<file path="src/sv/rarc_pkg.sv">
// rarc_pkg: shared types and codes for the ring all-reduce transfer checker
// no dependencies; imported by every module of the block
package rarc_pkg;

  // operation codes on the input beat
  localparam logic [1:0] OP_QUERY = 2'd0;
  localparam logic [1:0] OP_SEND  = 2'd1;
  localparam logic [1:0] OP_RECV  = 2'd2;

  // classified item kinds travelling through the queue
  localparam logic [1:0] KIND_QUERY = 2'd0;
  localparam logic [1:0] KIND_SEND  = 2'd1;
  localparam logic [1:0] KIND_RECV  = 2'd2;

  // result status codes
  localparam logic [1:0] ST_OK       = 2'd0;
  localparam logic [1:0] ST_MISMATCH = 2'd1;
  localparam logic [1:0] ST_AHEAD    = 2'd2;
  localparam logic [1:0] ST_FINISHED = 2'd3;

  // configuration register indexes
  localparam int CFG_IDX_W = 3;
  localparam logic [CFG_IDX_W-1:0] CFG_RANK_COUNT    = 3'd0;
  localparam logic [CFG_IDX_W-1:0] CFG_CHANNEL_COUNT = 3'd1;
  localparam logic [CFG_IDX_W-1:0] CFG_CHANNEL_INDEX = 3'd2;
  localparam logic [CFG_IDX_W-1:0] CFG_THREAD_COUNT  = 3'd3;
  localparam logic [CFG_IDX_W-1:0] CFG_ELEMENT_COUNT = 3'd4;
  localparam logic [CFG_IDX_W-1:0] CFG_SEND_RING_POS = 3'd5;
  localparam logic [CFG_IDX_W-1:0] CFG_RECV_RING_POS = 3'd6;
  localparam int CFG_DATA_W = 31;

  // fixed numbers of the slicing scheme
  localparam int MIN_SLICE    = 8192;
  localparam int SIZE_MAX_OUT = 4194303;
  localparam logic signed [22:0] EXP_NONE = -23'sd1;

  // shared divider widths
  localparam int DDW = 32;
  localparam int DVW = 16;

  // queue between front and back
  localparam int QDEPTH = 2;

  typedef struct packed {
    logic [1:0]  operation;
    logic [21:0] size;
  } in_item_t;

  typedef struct packed {
    logic signed [22:0] expected_size;
    logic [1:0]         status;
    logic               all_done;
  } out_item_t;

  typedef struct packed {
    logic [1:0]  kind;
    logic [21:0] size;
  } qitem_t;

  typedef struct packed {
    logic [6:0]  rank_count;
    logic [5:0]  channel_count;
    logic [4:0]  channel_index;
    logic [10:0] thread_count;
    logic [30:0] element_count;
    logic [5:0]  send_ring_position;
    logic [5:0]  recv_ring_position;
  } cfg_t;

  typedef struct packed {
    logic           start;
    logic [DDW-1:0] dividend;
    logic [DVW-1:0] divisor;
  } div_req_t;

  typedef struct packed {
    logic           done;
    logic [DDW-1:0] quot;
    logic [DVW-1:0] rem;
  } div_rsp_t;

endpackage

</file>
<file path="src/sv/rarc_div.sv">
// rarc_div: shared restoring divider, one quotient bit per cycle
// depends on rarc_pkg
module rarc_div (
  input  logic               clk,
  input  logic               rst_n,
  input  rarc_pkg::div_req_t req,
  output rarc_pkg::div_rsp_t rsp
);
  import rarc_pkg::*;

  localparam int CW = $clog2(DDW);

  logic           busy_r, done_r;
  logic [CW-1:0]  cnt_r;
  logic [DDW-1:0] quo_r;
  logic [DVW-1:0] rem_r, dvs_r;
  logic [DVW:0]   sh, diff;
  logic           ge;

  // one trial subtraction
  assign sh   = {rem_r, quo_r[DDW-1]};
  assign ge   = (sh >= {1'b0, dvs_r});
  assign diff = sh - {1'b0, dvs_r};

  assign rsp.done = done_r;
  assign rsp.quot = quo_r;
  assign rsp.rem  = rem_r;

  always_ff @(posedge clk) begin
    if (!rst_n) begin
      busy_r <= 1'b0;
      done_r <= 1'b0;
      cnt_r  <= '0;
    end else begin
      done_r <= 1'b0;
      if (req.start) begin
        busy_r <= 1'b1;
        cnt_r  <= '0;
      end else if (busy_r) begin
        cnt_r <= cnt_r + CW'(1);
        if (cnt_r == CW'(DDW - 1)) begin
          busy_r <= 1'b0;
          done_r <= 1'b1;
        end
      end
    end
    if (req.start) begin
      quo_r <= req.dividend;
      rem_r <= '0;
      dvs_r <= req.divisor;
    end else if (busy_r) begin
      quo_r <= {quo_r[DDW-2:0], ge};
      rem_r <= ge ? diff[DVW-1:0] : sh[DVW-1:0];
    end
  end

  a_start_idle: assert property (@(posedge clk) disable iff (!rst_n)
    req.start |-> !busy_r)
    else $error("divider started while busy");

  a_done_after_busy: assert property (@(posedge clk) disable iff (!rst_n)
    done_r |-> (!busy_r && $past(busy_r)))
    else $error("divider done without a run");

endmodule

</file>
<file path="src/sv/rarc_back.sv">
// rarc_back: sequencer that works out expected sizes, checks reports and
// moves the send and receive cursors; depends on rarc_pkg and rarc_div
module rarc_back #(
  parameter int MAX_RANKS      = 64,
  parameter int CHUNK_ELEMENTS = 524288
) (
  input  logic                clk,
  input  logic                rst_n,
  input  rarc_pkg::cfg_t      cfg,
  input  rarc_pkg::qitem_t    q_head,
  input  logic                q_empty,
  output logic                q_pop,
  output logic                out_strobe,
  output rarc_pkg::out_item_t out_item
);
  import rarc_pkg::*;

  localparam int NW   = $clog2(MAX_RANKS + 1);
  localparam int SW   = $clog2(2 * MAX_RANKS - 2);
  localparam int PW   = 6 + NW;
  localparam int CINW = 5 + NW;
  localparam int CW   = $clog2(CHUNK_ELEMENTS + 1);
  localparam int RCW  = CW + 1;
  localparam int OAW  = CINW + RCW;
  localparam int OBW  = NW + RCW;
  localparam int OFW  = ((OAW > 32) ? OAW : 32) + 2;
  localparam int GIW  = PW + CW;
  localparam int GSW  = ((GIW > 32) ? GIW : 32) + 1;
  localparam int SSW  = ((RCW + 1) > 14) ? (RCW + 1) : 14;

  // sequencer states
  localparam logic [3:0] B_IDLE  = 4'd0;
  localparam logic [3:0] B_SSTEP = 4'd1;
  localparam logic [3:0] B_WSTEP = 4'd2;
  localparam logic [3:0] B_SRING = 4'd3;
  localparam logic [3:0] B_WRING = 4'd4;
  localparam logic [3:0] B_PREP  = 4'd5;
  localparam logic [3:0] B_SRC   = 4'd6;
  localparam logic [3:0] B_WRC   = 4'd7;
  localparam logic [3:0] B_SG    = 4'd8;
  localparam logic [3:0] B_WG    = 4'd9;
  localparam logic [3:0] B_MUL1  = 4'd10;
  localparam logic [3:0] B_MUL2  = 4'd11;
  localparam logic [3:0] B_OFF   = 4'd12;
  localparam logic [3:0] B_SLICE = 4'd13;
  localparam logic [3:0] B_FIN   = 4'd14;

  div_req_t div_req;
  div_rsp_t div_rsp;

  rarc_div u_div (
    .clk   (clk),
    .rst_n (rst_n),
    .req   (div_req),
    .rsp   (div_rsp)
  );

  logic [3:0]     state_r, state_nxt;
  logic           sel_r, sel_nxt;
  logic [1:0]     kind_r, kind_nxt;
  logic [21:0]    size_r, size_nxt;
  logic [SW-1:0]  s_r, s_nxt;
  logic [NW-1:0]  r_r, r_nxt, chunk_r, chunk_nxt;
  logic [PW-1:0]  per_r, per_nxt;
  logic [CINW-1:0] cin_r, cin_nxt;
  logic [11:0]    g_r, g_nxt;
  logic [CW-1:0]  rc_r, rc_nxt;
  logic [RCW-1:0] rcq_r, rcq_nxt, rc2_r, rc2_nxt, e_r, e_nxt;
  logic [OAW-1:0] offa_r, offa_nxt;
  logic [OBW-1:0] offb_r, offb_nxt;
  logic [GIW-1:0] ginc_r, ginc_nxt;
  logic [22:0]    bytes_r, bytes_nxt;
  logic           sat_r, sat_nxt;

  logic [31:0]    snd_grid_r, snd_grid_nxt, rcv_grid_r, rcv_grid_nxt;
  logic [SW-1:0]  snd_step_r, snd_step_nxt, rcv_step_r, rcv_step_nxt;
  logic           snd_half_r, snd_half_nxt, rcv_half_r, rcv_half_nxt;
  logic [31:0]    snd_taken_r, snd_taken_nxt, rcv_taken_r, rcv_taken_nxt;
  logic           done_r, done_nxt;
  logic           strobe_r, strobe_nxt;
  out_item_t      out_r, out_nxt;

  // effective configuration
  logic [NW-1:0]  n_c;
  logic [NW:0]    nsteps_c;
  logic [5:0]     nch_c;
  logic [10:0]    thr_c, thr_m32;
  logic [11:0]    g_c;
  logic [31:0]    elem_c;

  always_comb begin
    if (cfg.rank_count < 7'd2) begin
      n_c = NW'(2);
    end else if (32'(cfg.rank_count) > 32'(MAX_RANKS)) begin
      n_c = NW'(MAX_RANKS);
    end else begin
      n_c = NW'(cfg.rank_count);
    end
    nsteps_c = (NW + 1)'({n_c, 1'b0}) - (NW + 1)'(2);
    nch_c    = (cfg.channel_count == 6'd0) ? 6'd1 : cfg.channel_count;
    thr_c    = (cfg.thread_count < 11'd64) ? 11'd64 : cfg.thread_count;
    thr_m32  = thr_c - 11'd32;
    g_c      = {thr_m32, 1'b0};
    elem_c   = 32'(cfg.element_count);
  end

  // selected cursor
  logic [31:0]   cur_grid;
  logic [SW-1:0] cur_step;
  logic          cur_half;
  logic [5:0]    cur_ring;
  assign cur_grid = sel_r ? rcv_grid_r : snd_grid_r;
  assign cur_step = sel_r ? rcv_step_r : snd_step_r;
  assign cur_half = sel_r ? rcv_half_r : snd_half_r;
  assign cur_ring = sel_r ? cfg.recv_ring_position : cfg.send_ring_position;

  logic snd_used, rcv_used;
  assign snd_used = (snd_grid_r >= elem_c);
  assign rcv_used = (rcv_grid_r >= elem_c);

  // divider requests
  always_comb begin
    div_req.start    = 1'b0;
    div_req.dividend = '0;
    div_req.divisor  = DVW'(1);
    case (state_r)
      B_SSTEP: begin
        div_req.start    = 1'b1;
        div_req.dividend = DDW'(cur_step);
        div_req.divisor  = DVW'(nsteps_c);
      end
      B_SRING: begin
        div_req.start    = 1'b1;
        div_req.dividend = DDW'(cur_ring);
        div_req.divisor  = DVW'(n_c);
      end
      B_SRC: begin
        div_req.start    = 1'b1;
        div_req.dividend = elem_c - cur_grid;
        div_req.divisor  = DVW'(per_r);
      end
      B_SG: begin
        div_req.start    = 1'b1;
        div_req.dividend = DDW'(rc_r) + DDW'(g_r) - DDW'(1);
        div_req.divisor  = DVW'(g_r);
      end
      default: begin
        div_req.start = 1'b0;
      end
    endcase
  end

  // chunk index within the ring step
  logic [NW+1:0] ct_a, ct_b;
  always_comb begin
    if ((NW + 2)'(s_r) < (NW + 2)'(n_c)) begin
      ct_a = (NW + 2)'(r_r) + (NW + 2)'(n_c) - (NW + 2)'(1) - (NW + 2)'(s_r);
    end else begin
      ct_a = (NW + 2)'(r_r) + (NW + 2)'({n_c, 1'b0}) - (NW + 2)'(1) - (NW + 2)'(s_r);
    end
    ct_b = (ct_a >= (NW + 2)'(n_c)) ? ct_a - (NW + 2)'(n_c) : ct_a;
  end

  // chunk rounding and offsets
  logic [31:0]    rc_up;
  logic [RCW+10:0] rc2_full;
  logic [OFW-1:0] off_c;
  logic [31:0]    ed_c;
  always_comb begin
    rc_up    = div_rsp.quot + 32'(div_rsp.rem != '0);
    rc2_full = (RCW + 11)'(rcq_r) * (RCW + 11)'(g_r);
    off_c    = OFW'(cur_grid) + OFW'(offa_r) + OFW'(offb_r);
    ed_c     = elem_c - 32'(off_c);
  end

  // slice sizes
  logic [SSW-1:0] e_w, ssb, ss_c, v_c;
  logic [SSW+1:0] b_c;
  always_comb begin
    e_w  = SSW'(e_r);
    ssb  = e_w + SSW'(31);
    ss_c = (ssb >> 5) << 4;
    if (ss_c < SSW'(MIN_SLICE)) begin
      ss_c = SSW'(MIN_SLICE);
    end
    if (!cur_half) begin
      v_c = (e_w < ss_c) ? e_w : ss_c;
    end else begin
      v_c = (e_w > ss_c) ? e_w - ss_c : '0;
    end
    b_c = {v_c, 2'b00};
  end

  // report check
  logic is_query, match;
  assign is_query = (kind_r == KIND_QUERY);
  assign match    = !sat_r && (bytes_r == {1'b0, size_r});

  // cursor advance helpers
  logic [SW:0]    snd_sinc, rcv_sinc;
  logic [GSW-1:0] snd_gs, rcv_gs;
  assign snd_sinc = (SW + 1)'(snd_step_r) + (SW + 1)'(1);
  assign rcv_sinc = (SW + 1)'(rcv_step_r) + (SW + 1)'(1);
  assign snd_gs   = GSW'(snd_grid_r) + GSW'(ginc_r);
  assign rcv_gs   = GSW'(rcv_grid_r) + GSW'(ginc_r);

  // sequencer
  always_comb begin
    state_nxt     = state_r;
    sel_nxt       = sel_r;
    kind_nxt      = kind_r;
    size_nxt      = size_r;
    s_nxt         = s_r;
    r_nxt         = r_r;
    chunk_nxt     = chunk_r;
    per_nxt       = per_r;
    cin_nxt       = cin_r;
    g_nxt         = g_r;
    rc_nxt        = rc_r;
    rcq_nxt       = rcq_r;
    rc2_nxt       = rc2_r;
    e_nxt         = e_r;
    offa_nxt      = offa_r;
    offb_nxt      = offb_r;
    ginc_nxt      = ginc_r;
    bytes_nxt     = bytes_r;
    sat_nxt       = sat_r;
    snd_grid_nxt  = snd_grid_r;
    snd_step_nxt  = snd_step_r;
    snd_half_nxt  = snd_half_r;
    snd_taken_nxt = snd_taken_r;
    rcv_grid_nxt  = rcv_grid_r;
    rcv_step_nxt  = rcv_step_r;
    rcv_half_nxt  = rcv_half_r;
    rcv_taken_nxt = rcv_taken_r;
    done_nxt      = done_r;
    strobe_nxt    = 1'b0;
    out_nxt       = out_r;
    q_pop         = 1'b0;

    case (state_r)
      B_IDLE: begin
        if (!q_empty) begin
          q_pop    = 1'b1;
          kind_nxt = q_head.kind;
          size_nxt = q_head.size;
          sel_nxt  = (q_head.kind == KIND_RECV);
          out_nxt.expected_size = EXP_NONE;
          done_nxt = done_r | (snd_used & rcv_used);
          out_nxt.all_done = done_nxt;
          if (q_head.kind == KIND_QUERY) begin
            if (snd_taken_r > rcv_taken_r) begin
              out_nxt.status = ST_AHEAD;
              strobe_nxt     = 1'b1;
            end else if (snd_used) begin
              out_nxt.status = ST_FINISHED;
              strobe_nxt     = 1'b1;
            end else begin
              state_nxt = B_SSTEP;
            end
          end else if ((q_head.kind == KIND_RECV) ? rcv_used : snd_used) begin
            out_nxt.status = ST_FINISHED;
            strobe_nxt     = 1'b1;
          end else begin
            state_nxt = B_SSTEP;
          end
          if (!strobe_nxt) begin
            done_nxt = done_r;
          end
        end
      end
      B_SSTEP: state_nxt = B_WSTEP;
      B_WSTEP: begin
        if (div_rsp.done) begin
          s_nxt     = SW'(div_rsp.rem);
          state_nxt = B_SRING;
        end
      end
      B_SRING: state_nxt = B_WRING;
      B_WRING: begin
        if (div_rsp.done) begin
          r_nxt     = NW'(div_rsp.rem);
          state_nxt = B_PREP;
        end
      end
      B_PREP: begin
        chunk_nxt = NW'(ct_b);
        per_nxt   = PW'(nch_c) * PW'(n_c);
        cin_nxt   = CINW'(cfg.channel_index) * CINW'(n_c);
        g_nxt     = g_c;
        state_nxt = B_SRC;
      end
      B_SRC: state_nxt = B_WRC;
      B_WRC: begin
        if (div_rsp.done) begin
          rc_nxt    = (rc_up > 32'(CHUNK_ELEMENTS)) ? CW'(CHUNK_ELEMENTS) : CW'(rc_up);
          state_nxt = B_SG;
        end
      end
      B_SG: state_nxt = B_WG;
      B_WG: begin
        if (div_rsp.done) begin
          rcq_nxt   = RCW'(div_rsp.quot);
          state_nxt = B_MUL1;
        end
      end
      B_MUL1: begin
        rc2_nxt   = RCW'(rc2_full);
        state_nxt = B_MUL2;
      end
      B_MUL2: begin
        offa_nxt  = OAW'(cin_r) * OAW'(rc2_r);
        offb_nxt  = OBW'(chunk_r) * OBW'(rc2_r);
        ginc_nxt  = GIW'(per_r) * GIW'(CHUNK_ELEMENTS);
        state_nxt = B_OFF;
      end
      B_OFF: begin
        if (off_c >= OFW'(elem_c)) begin
          e_nxt = '0;
        end else if (ed_c > 32'(rc2_r)) begin
          e_nxt = rc2_r;
        end else begin
          e_nxt = RCW'(ed_c);
        end
        state_nxt = B_SLICE;
      end
      B_SLICE: begin
        sat_nxt   = ((SSW + 2)'(b_c) > (SSW + 2)'(SIZE_MAX_OUT));
        bytes_nxt = sat_nxt ? 23'(SIZE_MAX_OUT) : 23'(b_c);
        state_nxt = B_FIN;
      end
      B_FIN: begin
        out_nxt.expected_size = $signed(bytes_r);
        out_nxt.status = (is_query || match) ? ST_OK : ST_MISMATCH;
        if (!is_query && match) begin
          if (!sel_r) begin
            if (snd_taken_r != '1) snd_taken_nxt = snd_taken_r + 32'd1;
            snd_half_nxt = ~snd_half_r;
            if (snd_half_r) begin
              if (32'(snd_sinc) >= 32'(nsteps_c)) begin
                snd_step_nxt = '0;
                snd_grid_nxt = (snd_gs > GSW'(32'hFFFF_FFFF)) ? '1 : 32'(snd_gs);
              end else begin
                snd_step_nxt = SW'(snd_sinc);
              end
            end
          end else begin
            if (rcv_taken_r != '1) rcv_taken_nxt = rcv_taken_r + 32'd1;
            rcv_half_nxt = ~rcv_half_r;
            if (rcv_half_r) begin
              if (32'(rcv_sinc) >= 32'(nsteps_c)) begin
                rcv_step_nxt = '0;
                rcv_grid_nxt = (rcv_gs > GSW'(32'hFFFF_FFFF)) ? '1 : 32'(rcv_gs);
              end else begin
                rcv_step_nxt = SW'(rcv_sinc);
              end
            end
          end
        end
        done_nxt = done_r | ((snd_grid_nxt >= elem_c) & (rcv_grid_nxt >= elem_c));
        out_nxt.all_done = done_nxt;
        strobe_nxt = 1'b1;
        state_nxt  = B_IDLE;
      end
      default: state_nxt = B_IDLE;
    endcase
  end

  always_ff @(posedge clk) begin
    if (!rst_n) begin
      state_r     <= B_IDLE;
      snd_grid_r  <= '0;
      snd_step_r  <= '0;
      snd_half_r  <= 1'b0;
      snd_taken_r <= '0;
      rcv_grid_r  <= '0;
      rcv_step_r  <= '0;
      rcv_half_r  <= 1'b0;
      rcv_taken_r <= '0;
      done_r      <= 1'b0;
      strobe_r    <= 1'b0;
    end else begin
      state_r     <= state_nxt;
      snd_grid_r  <= snd_grid_nxt;
      snd_step_r  <= snd_step_nxt;
      snd_half_r  <= snd_half_nxt;
      snd_taken_r <= snd_taken_nxt;
      rcv_grid_r  <= rcv_grid_nxt;
      rcv_step_r  <= rcv_step_nxt;
      rcv_half_r  <= rcv_half_nxt;
      rcv_taken_r <= rcv_taken_nxt;
      done_r      <= done_nxt;
      strobe_r    <= strobe_nxt;
    end
    sel_r   <= sel_nxt;
    kind_r  <= kind_nxt;
    size_r  <= size_nxt;
    s_r     <= s_nxt;
    r_r     <= r_nxt;
    chunk_r <= chunk_nxt;
    per_r   <= per_nxt;
    cin_r   <= cin_nxt;
    g_r     <= g_nxt;
    rc_r    <= rc_nxt;
    rcq_r   <= rcq_nxt;
    rc2_r   <= rc2_nxt;
    e_r     <= e_nxt;
    offa_r  <= offa_nxt;
    offb_r  <= offb_nxt;
    ginc_r  <= ginc_nxt;
    bytes_r <= bytes_nxt;
    sat_r   <= sat_nxt;
    out_r   <= out_nxt;
  end

  assign out_strobe = strobe_r;
  assign out_item   = out_r;

  a_strobe_src: assert property (@(posedge clk) disable iff (!rst_n)
    (strobe_r && $past(rst_n)) |-> ($past(state_r) == B_IDLE || $past(state_r) == B_FIN))
    else $error("result beat outside idle or finish");

  a_done_sticky: assert property (@(posedge clk) disable iff (!rst_n)
    ($past(rst_n) && $past(done_r)) |-> done_r)
    else $error("done flag dropped");

  a_taken_mono: assert property (@(posedge clk) disable iff (!rst_n)
    $past(rst_n) |-> (snd_taken_r >= $past(snd_taken_r)
                      && rcv_taken_r >= $past(rcv_taken_r)))
    else $error("taken counter went back");

endmodule

</file>
<file path="config.mk">
export PLATFORM = sky130hd
export DESIGN_NAME = rarc_back
export DESIGN_NICKNAME = d
export VERILOG_FILES = /design/src/sv/rarc_pkg.sv /design/src/sv/rarc_div.sv /design/src/sv/rarc_back.sv
export SDC_FILE = /design/constraint.sdc
export NUM_CORES = 2
export LEC_CHECK = 0
export BUFFER_PORTS_ARGS = -buffer_cell sky130_fd_sc_hd__buf_2
export CORE_MARGIN = 2
export CORE_UTILIZATION = 65
export CTS_BUF_LIST = sky130_fd_sc_hd__clkbuf_8
export CTS_CLUSTER_DIAMETER = 40
export DETAILED_ROUTE_END_ITERATION = 7
export GPL_ROUTABILITY_DRIVEN = 0
export HOLD_SLACK_MARGIN = 0.08
export PLACE_DENSITY = 0.79
export SETUP_SLACK_MARGIN = 0.2
export SLEW_MARGIN = 20
export SYNTH_ARGS = -nofsm -noshare
export SYNTH_HDL_FRONTEND = slang
export SYNTH_HIERARCHICAL = 1
export SYNTH_SLANG_ARGS = --single-unit
</file>
<file path="constraint.sdc">
create_clock -name clk -period 9.7 [get_ports clk]
set_input_delay 0.485 -clock clk [delete_from_list [all_inputs] [get_ports clk]]
set_output_delay 0.485 -clock clk [all_outputs]
set_load 0.03 [all_outputs]
</file>
==> results.yml <==
global_route:
  overflow: 0
  grt_pass1_wl_mm: 240
  antenna_found_initial: 2
  grt_max_degree: 97
  grt_util_all_layers: 0.352
  grt_pass1_vias: 44700
clocking:
  cts_tree: "yes"
  htree_levels: 3
  clk_path_buf_depth: 3
  cts_setup_buffers: 0
  clock-sinks: 503
  ctsRootBufferMaster: "clkbuf_8"
  cts.clk_slew.worst_paths_ps: 70
  cts_buffers: 101
  clock_latency_ps: 770
drt:
  dr.first_iter.drc_count: 4748
  ant_nets: 0
  post_drt_wl_per_cell_um: 20.6
  vias: 45600
  dr.pass1.iters: 6
  wl_mm: 153
  drc: 0
  vias_per_cell: 6.13
setup_path:
  crit_path_end_kind: "flop"
  crit_type: "reg2reg"
  worst_ep_arrival_time_ps: 8760
  critPathRequiredTime_ps: 10230
  worstSetupStartpointType: "flop"
  cp_max_fo: 37
timing:
  slew_violations: 0
  setup_viol: 0
  slew_headroom: 0.229
  fin_setup_tns_ps: 0
  hold_violations: 0
  rsz0062_at_grt: "false"
  worst_slack_ps: 1470
  timing.final.crit_share: 0.848
  finalCriticalPeriod_ps: 8230
  fmax_ghz: 0.122
  skew_ps: 55.9
  tightest_slew_ps: 1160
synth:
  yosys.area.top_type: "edfxtp_1"
  synth.avg_cell_area_um2: 9.04
  syn_area_um2: 55300
  synth.ff_latch_count: 503
  synthFlopType: "edfxtp_1"
  synth.distinct_cells: 105
  synthTopCellsByArea: "edfxtp_1 18%, fa_1 17%, ha_1 14%"
  yosysSeqAreaShare: 0.242
  synth-edff-count: 330
  netlist_instances: 6120
  async_flop_share: 0
  synth.yosys.warnings: 6
  netlist.area_leader.share: 0.179
finish:
  nets: 7412
  fillers: 6504
  final_area_um2: 59600
  layoutNonFillerInstCount: 7441
  layout-drive-gt1-share: 0.0751
  area_growth_syn_to_layout_pct: 7.73
placement:
  dp_cells: 7215
  numPortBuffers: 126
  dp_hpwl_mm: 118
  place_area_um2: 56900
  dp_slack_ps: 1680
floorplan:
  pin_count: 127
  start_util: 0.653
  die_area_um2: 87500
  die_y_um: 296
  num_rows: 107
  dieWidth_um: 296
  design.core.area_um2: 84700
min_path:
  hp-class: "in2reg"
pwr:
  leakagePower_nw: 27.9
  power_density_nw_per_um2: 108
  ir_drop_v: 0.000135
run:
  max-cap-violations: 0
outcome:
  status: "completed"
-- layout by cell type (no fill, tap or decap), drive strengths merged, types with 15 or more instances in the layout --
cell,synthesis,final
nand3,111,111
bufinv,0,15
xnor2,225,225
nor2,430,430
a21o,150,150
edfxtp,330,330
inv,756,783
or3,42,42
a211oi,30,30
buf,31,177
nand2b,70,70
and3,57,57
a21oi,326,326
mux2i,76,76
dlygate4sd3,0,36
o21a,38,38
xor2,138,138
o21ai,209,209
o21bai,54,54
a31oi,38,38
fa,467,467
and4,18,18
or2,38,38
mux2,43,43
dfxtp,173,173
nand4,66,66
o211ai,34,34
nor3,78,78
a21boi,18,18
nor4,19,19
o31ai,21,21
and2,255,255
o22ai,16,16
nand2,686,686
ha,636,636
nor2b,59,59
clkinv,1,33
clkbuf,198,112
-- sequential cells by signal (all words and copies together), names as in the netlist, 11 cells and up --
register / flops
bytes_r: 22
cin_r: 12
e_r: 21
g_r: 11
ginc_r: 13
offa_r: 32
offb_r: 27
out_item: 25
per_r: 13
rc2_r: 20
rc_r: 20
rcq_r: 20
rcv_grid_r: 32
rcv_taken_r: 32
size_r: 22
snd_grid_r: 32
snd_taken_r: 32
u_div/dvs_r: 16
u_div/quo_r: 32
u_div/rem_r: 16
-- path summary, 6_finish.rpt --
| kind | start | end | slack [ps] | cells after the start |
|---|---|---|---|---|
| max | sel_r$_DFFE_PP_ | e_r[2]$_SDFFCE_PP0N_ | 1470 | 24 |
| max reg2reg | sel_r$_DFFE_PP_ | e_r[2]$_SDFFCE_PP0N_ | 1470 | 24 |
| min | cfg[49] | g_r[9]$_DFFE_PP_ | 190 | 3 |
| min reg2reg | rcv_taken_r[23]$_SDFFE_PN0P_ | rcv_taken_r[23]$_SDFFE_PN0P_ | 470 | 2 |
-- kinds of logic after synthesis --
kind of cell               synth area share
buffers and inverters                0.0688
xor gates and xnor gates             0.0574
DFF                                   0.242
AOI/OAI and AO/OA                     0.125
muxes                                0.0229
other                             0.0000678
adders and majority gates             0.313
and+or+nand+nor                       0.171
-- cell type report --
cell class	count	area, µm²	area share
sequential	503	13400	0.224
antenna	2	5.00	0.0000839
clock inverter	76	796	0.0133
multi-input combinational	4634	38300	0.642
timing repair buffer	213	1370	0.0230
tap	1144	1430	0.0240
clock buffer	112	1540	0.0259
inverter	757	2840	0.0477
-- metrics by stage --
step           power [mW]  utilization  hold slack, ps
5_1_grt              6.72        0.704             179
3_5_place_dp         3.93        0.671             461
6_report             6.46        0.704             188
4_1_cts              6.44        0.703             115
2_1_floorplan        3.56            -             417
3_3_place_gp         3.89        0.671             452
-- what timing repair did --
item | 4_1_cts | 5_1_grt
endpoints found under the hold margin | 35 | 0
gates resized for setup | 0 | 0
hold buffers | 36 | 0
-- layer usage --
| layer | GRT usage | wire length (µm) | vias to the layer above |
|---|---|---|---|
| met3 | 0.0786 | 17000 | 431 |
| met2 | 0.539 | 67100 | 2261 |
| li1 | - | - | 20900 |
| met4 | 0.178 | 8270 | 0 |
| met5 | 0 | 0 | - |
| met1 | 0.471 | 60600 | 22000 |
-- report_power, final --
group,internal (mW),leakage (nW),switching (mW),total [mW]
combinational,0.567,22.3,0.843,1.41
sequential,2.42,4.42,0.121,2.54
clock,1.48,1.26,1.04,2.52
-- cells in the mapped netlist (16+ instances only) --
| library cell | number |
|---|---|
| a211oi_1 | 27 |
| a21boi_0 | 18 |
| a21o_1 | 150 |
| a21oi_1 | 322 |
| a31oi_1 | 36 |
| and2_1 | 254 |
| and3_1 | 57 |
| and4_1 | 17 |
| clkbuf_1 | 197 |
| dfxtp_1 | 173 |
| edfxtp_1 | 330 |
| fa_1 | 467 |
| ha_1 | 636 |
| inv_1 | 756 |
| mux2_2 | 43 |
| mux2i_1 | 76 |
| nand2_1 | 685 |
| nand2b_1 | 70 |
| nand3_1 | 111 |
| nand4_1 | 66 |
| nor2_1 | 428 |
| nor2b_1 | 58 |
| nor3_1 | 77 |
| nor4_1 | 17 |
| o211ai_1 | 34 |
| o21a_1 | 38 |
| o21ai_0 | 204 |
| o21bai_1 | 54 |
| o22ai_1 | 16 |
| o31ai_1 | 21 |
| or2_2 | 37 |
| or3_1 | 41 |
| xnor2_1 | 225 |
| xor2_1 | 138 |
-- critical path: stages, from the launching register on --
cell and delay [ps]:
edfxtp_1 890, buf_4 620, inv_1 290, a21boi_0 370
inv_1 90, fa_1 370, ha_1 370, and3_1 300
nand4_1 120, a21oi_1 140, nor2_1 100, a311oi_1 570
a21o_1 240, a21o_1 140, xor2_1 250, ha_1 340
a21oi_1 160, o21bai_1 70, a2111oi_0 580, o41ai_1 200
nor4b_1 390, o31ai_1 130, a21oi_1 140, nand3_1 690
a211oi_2 420
Note: power is estimated with default switching activity, not from simulation.
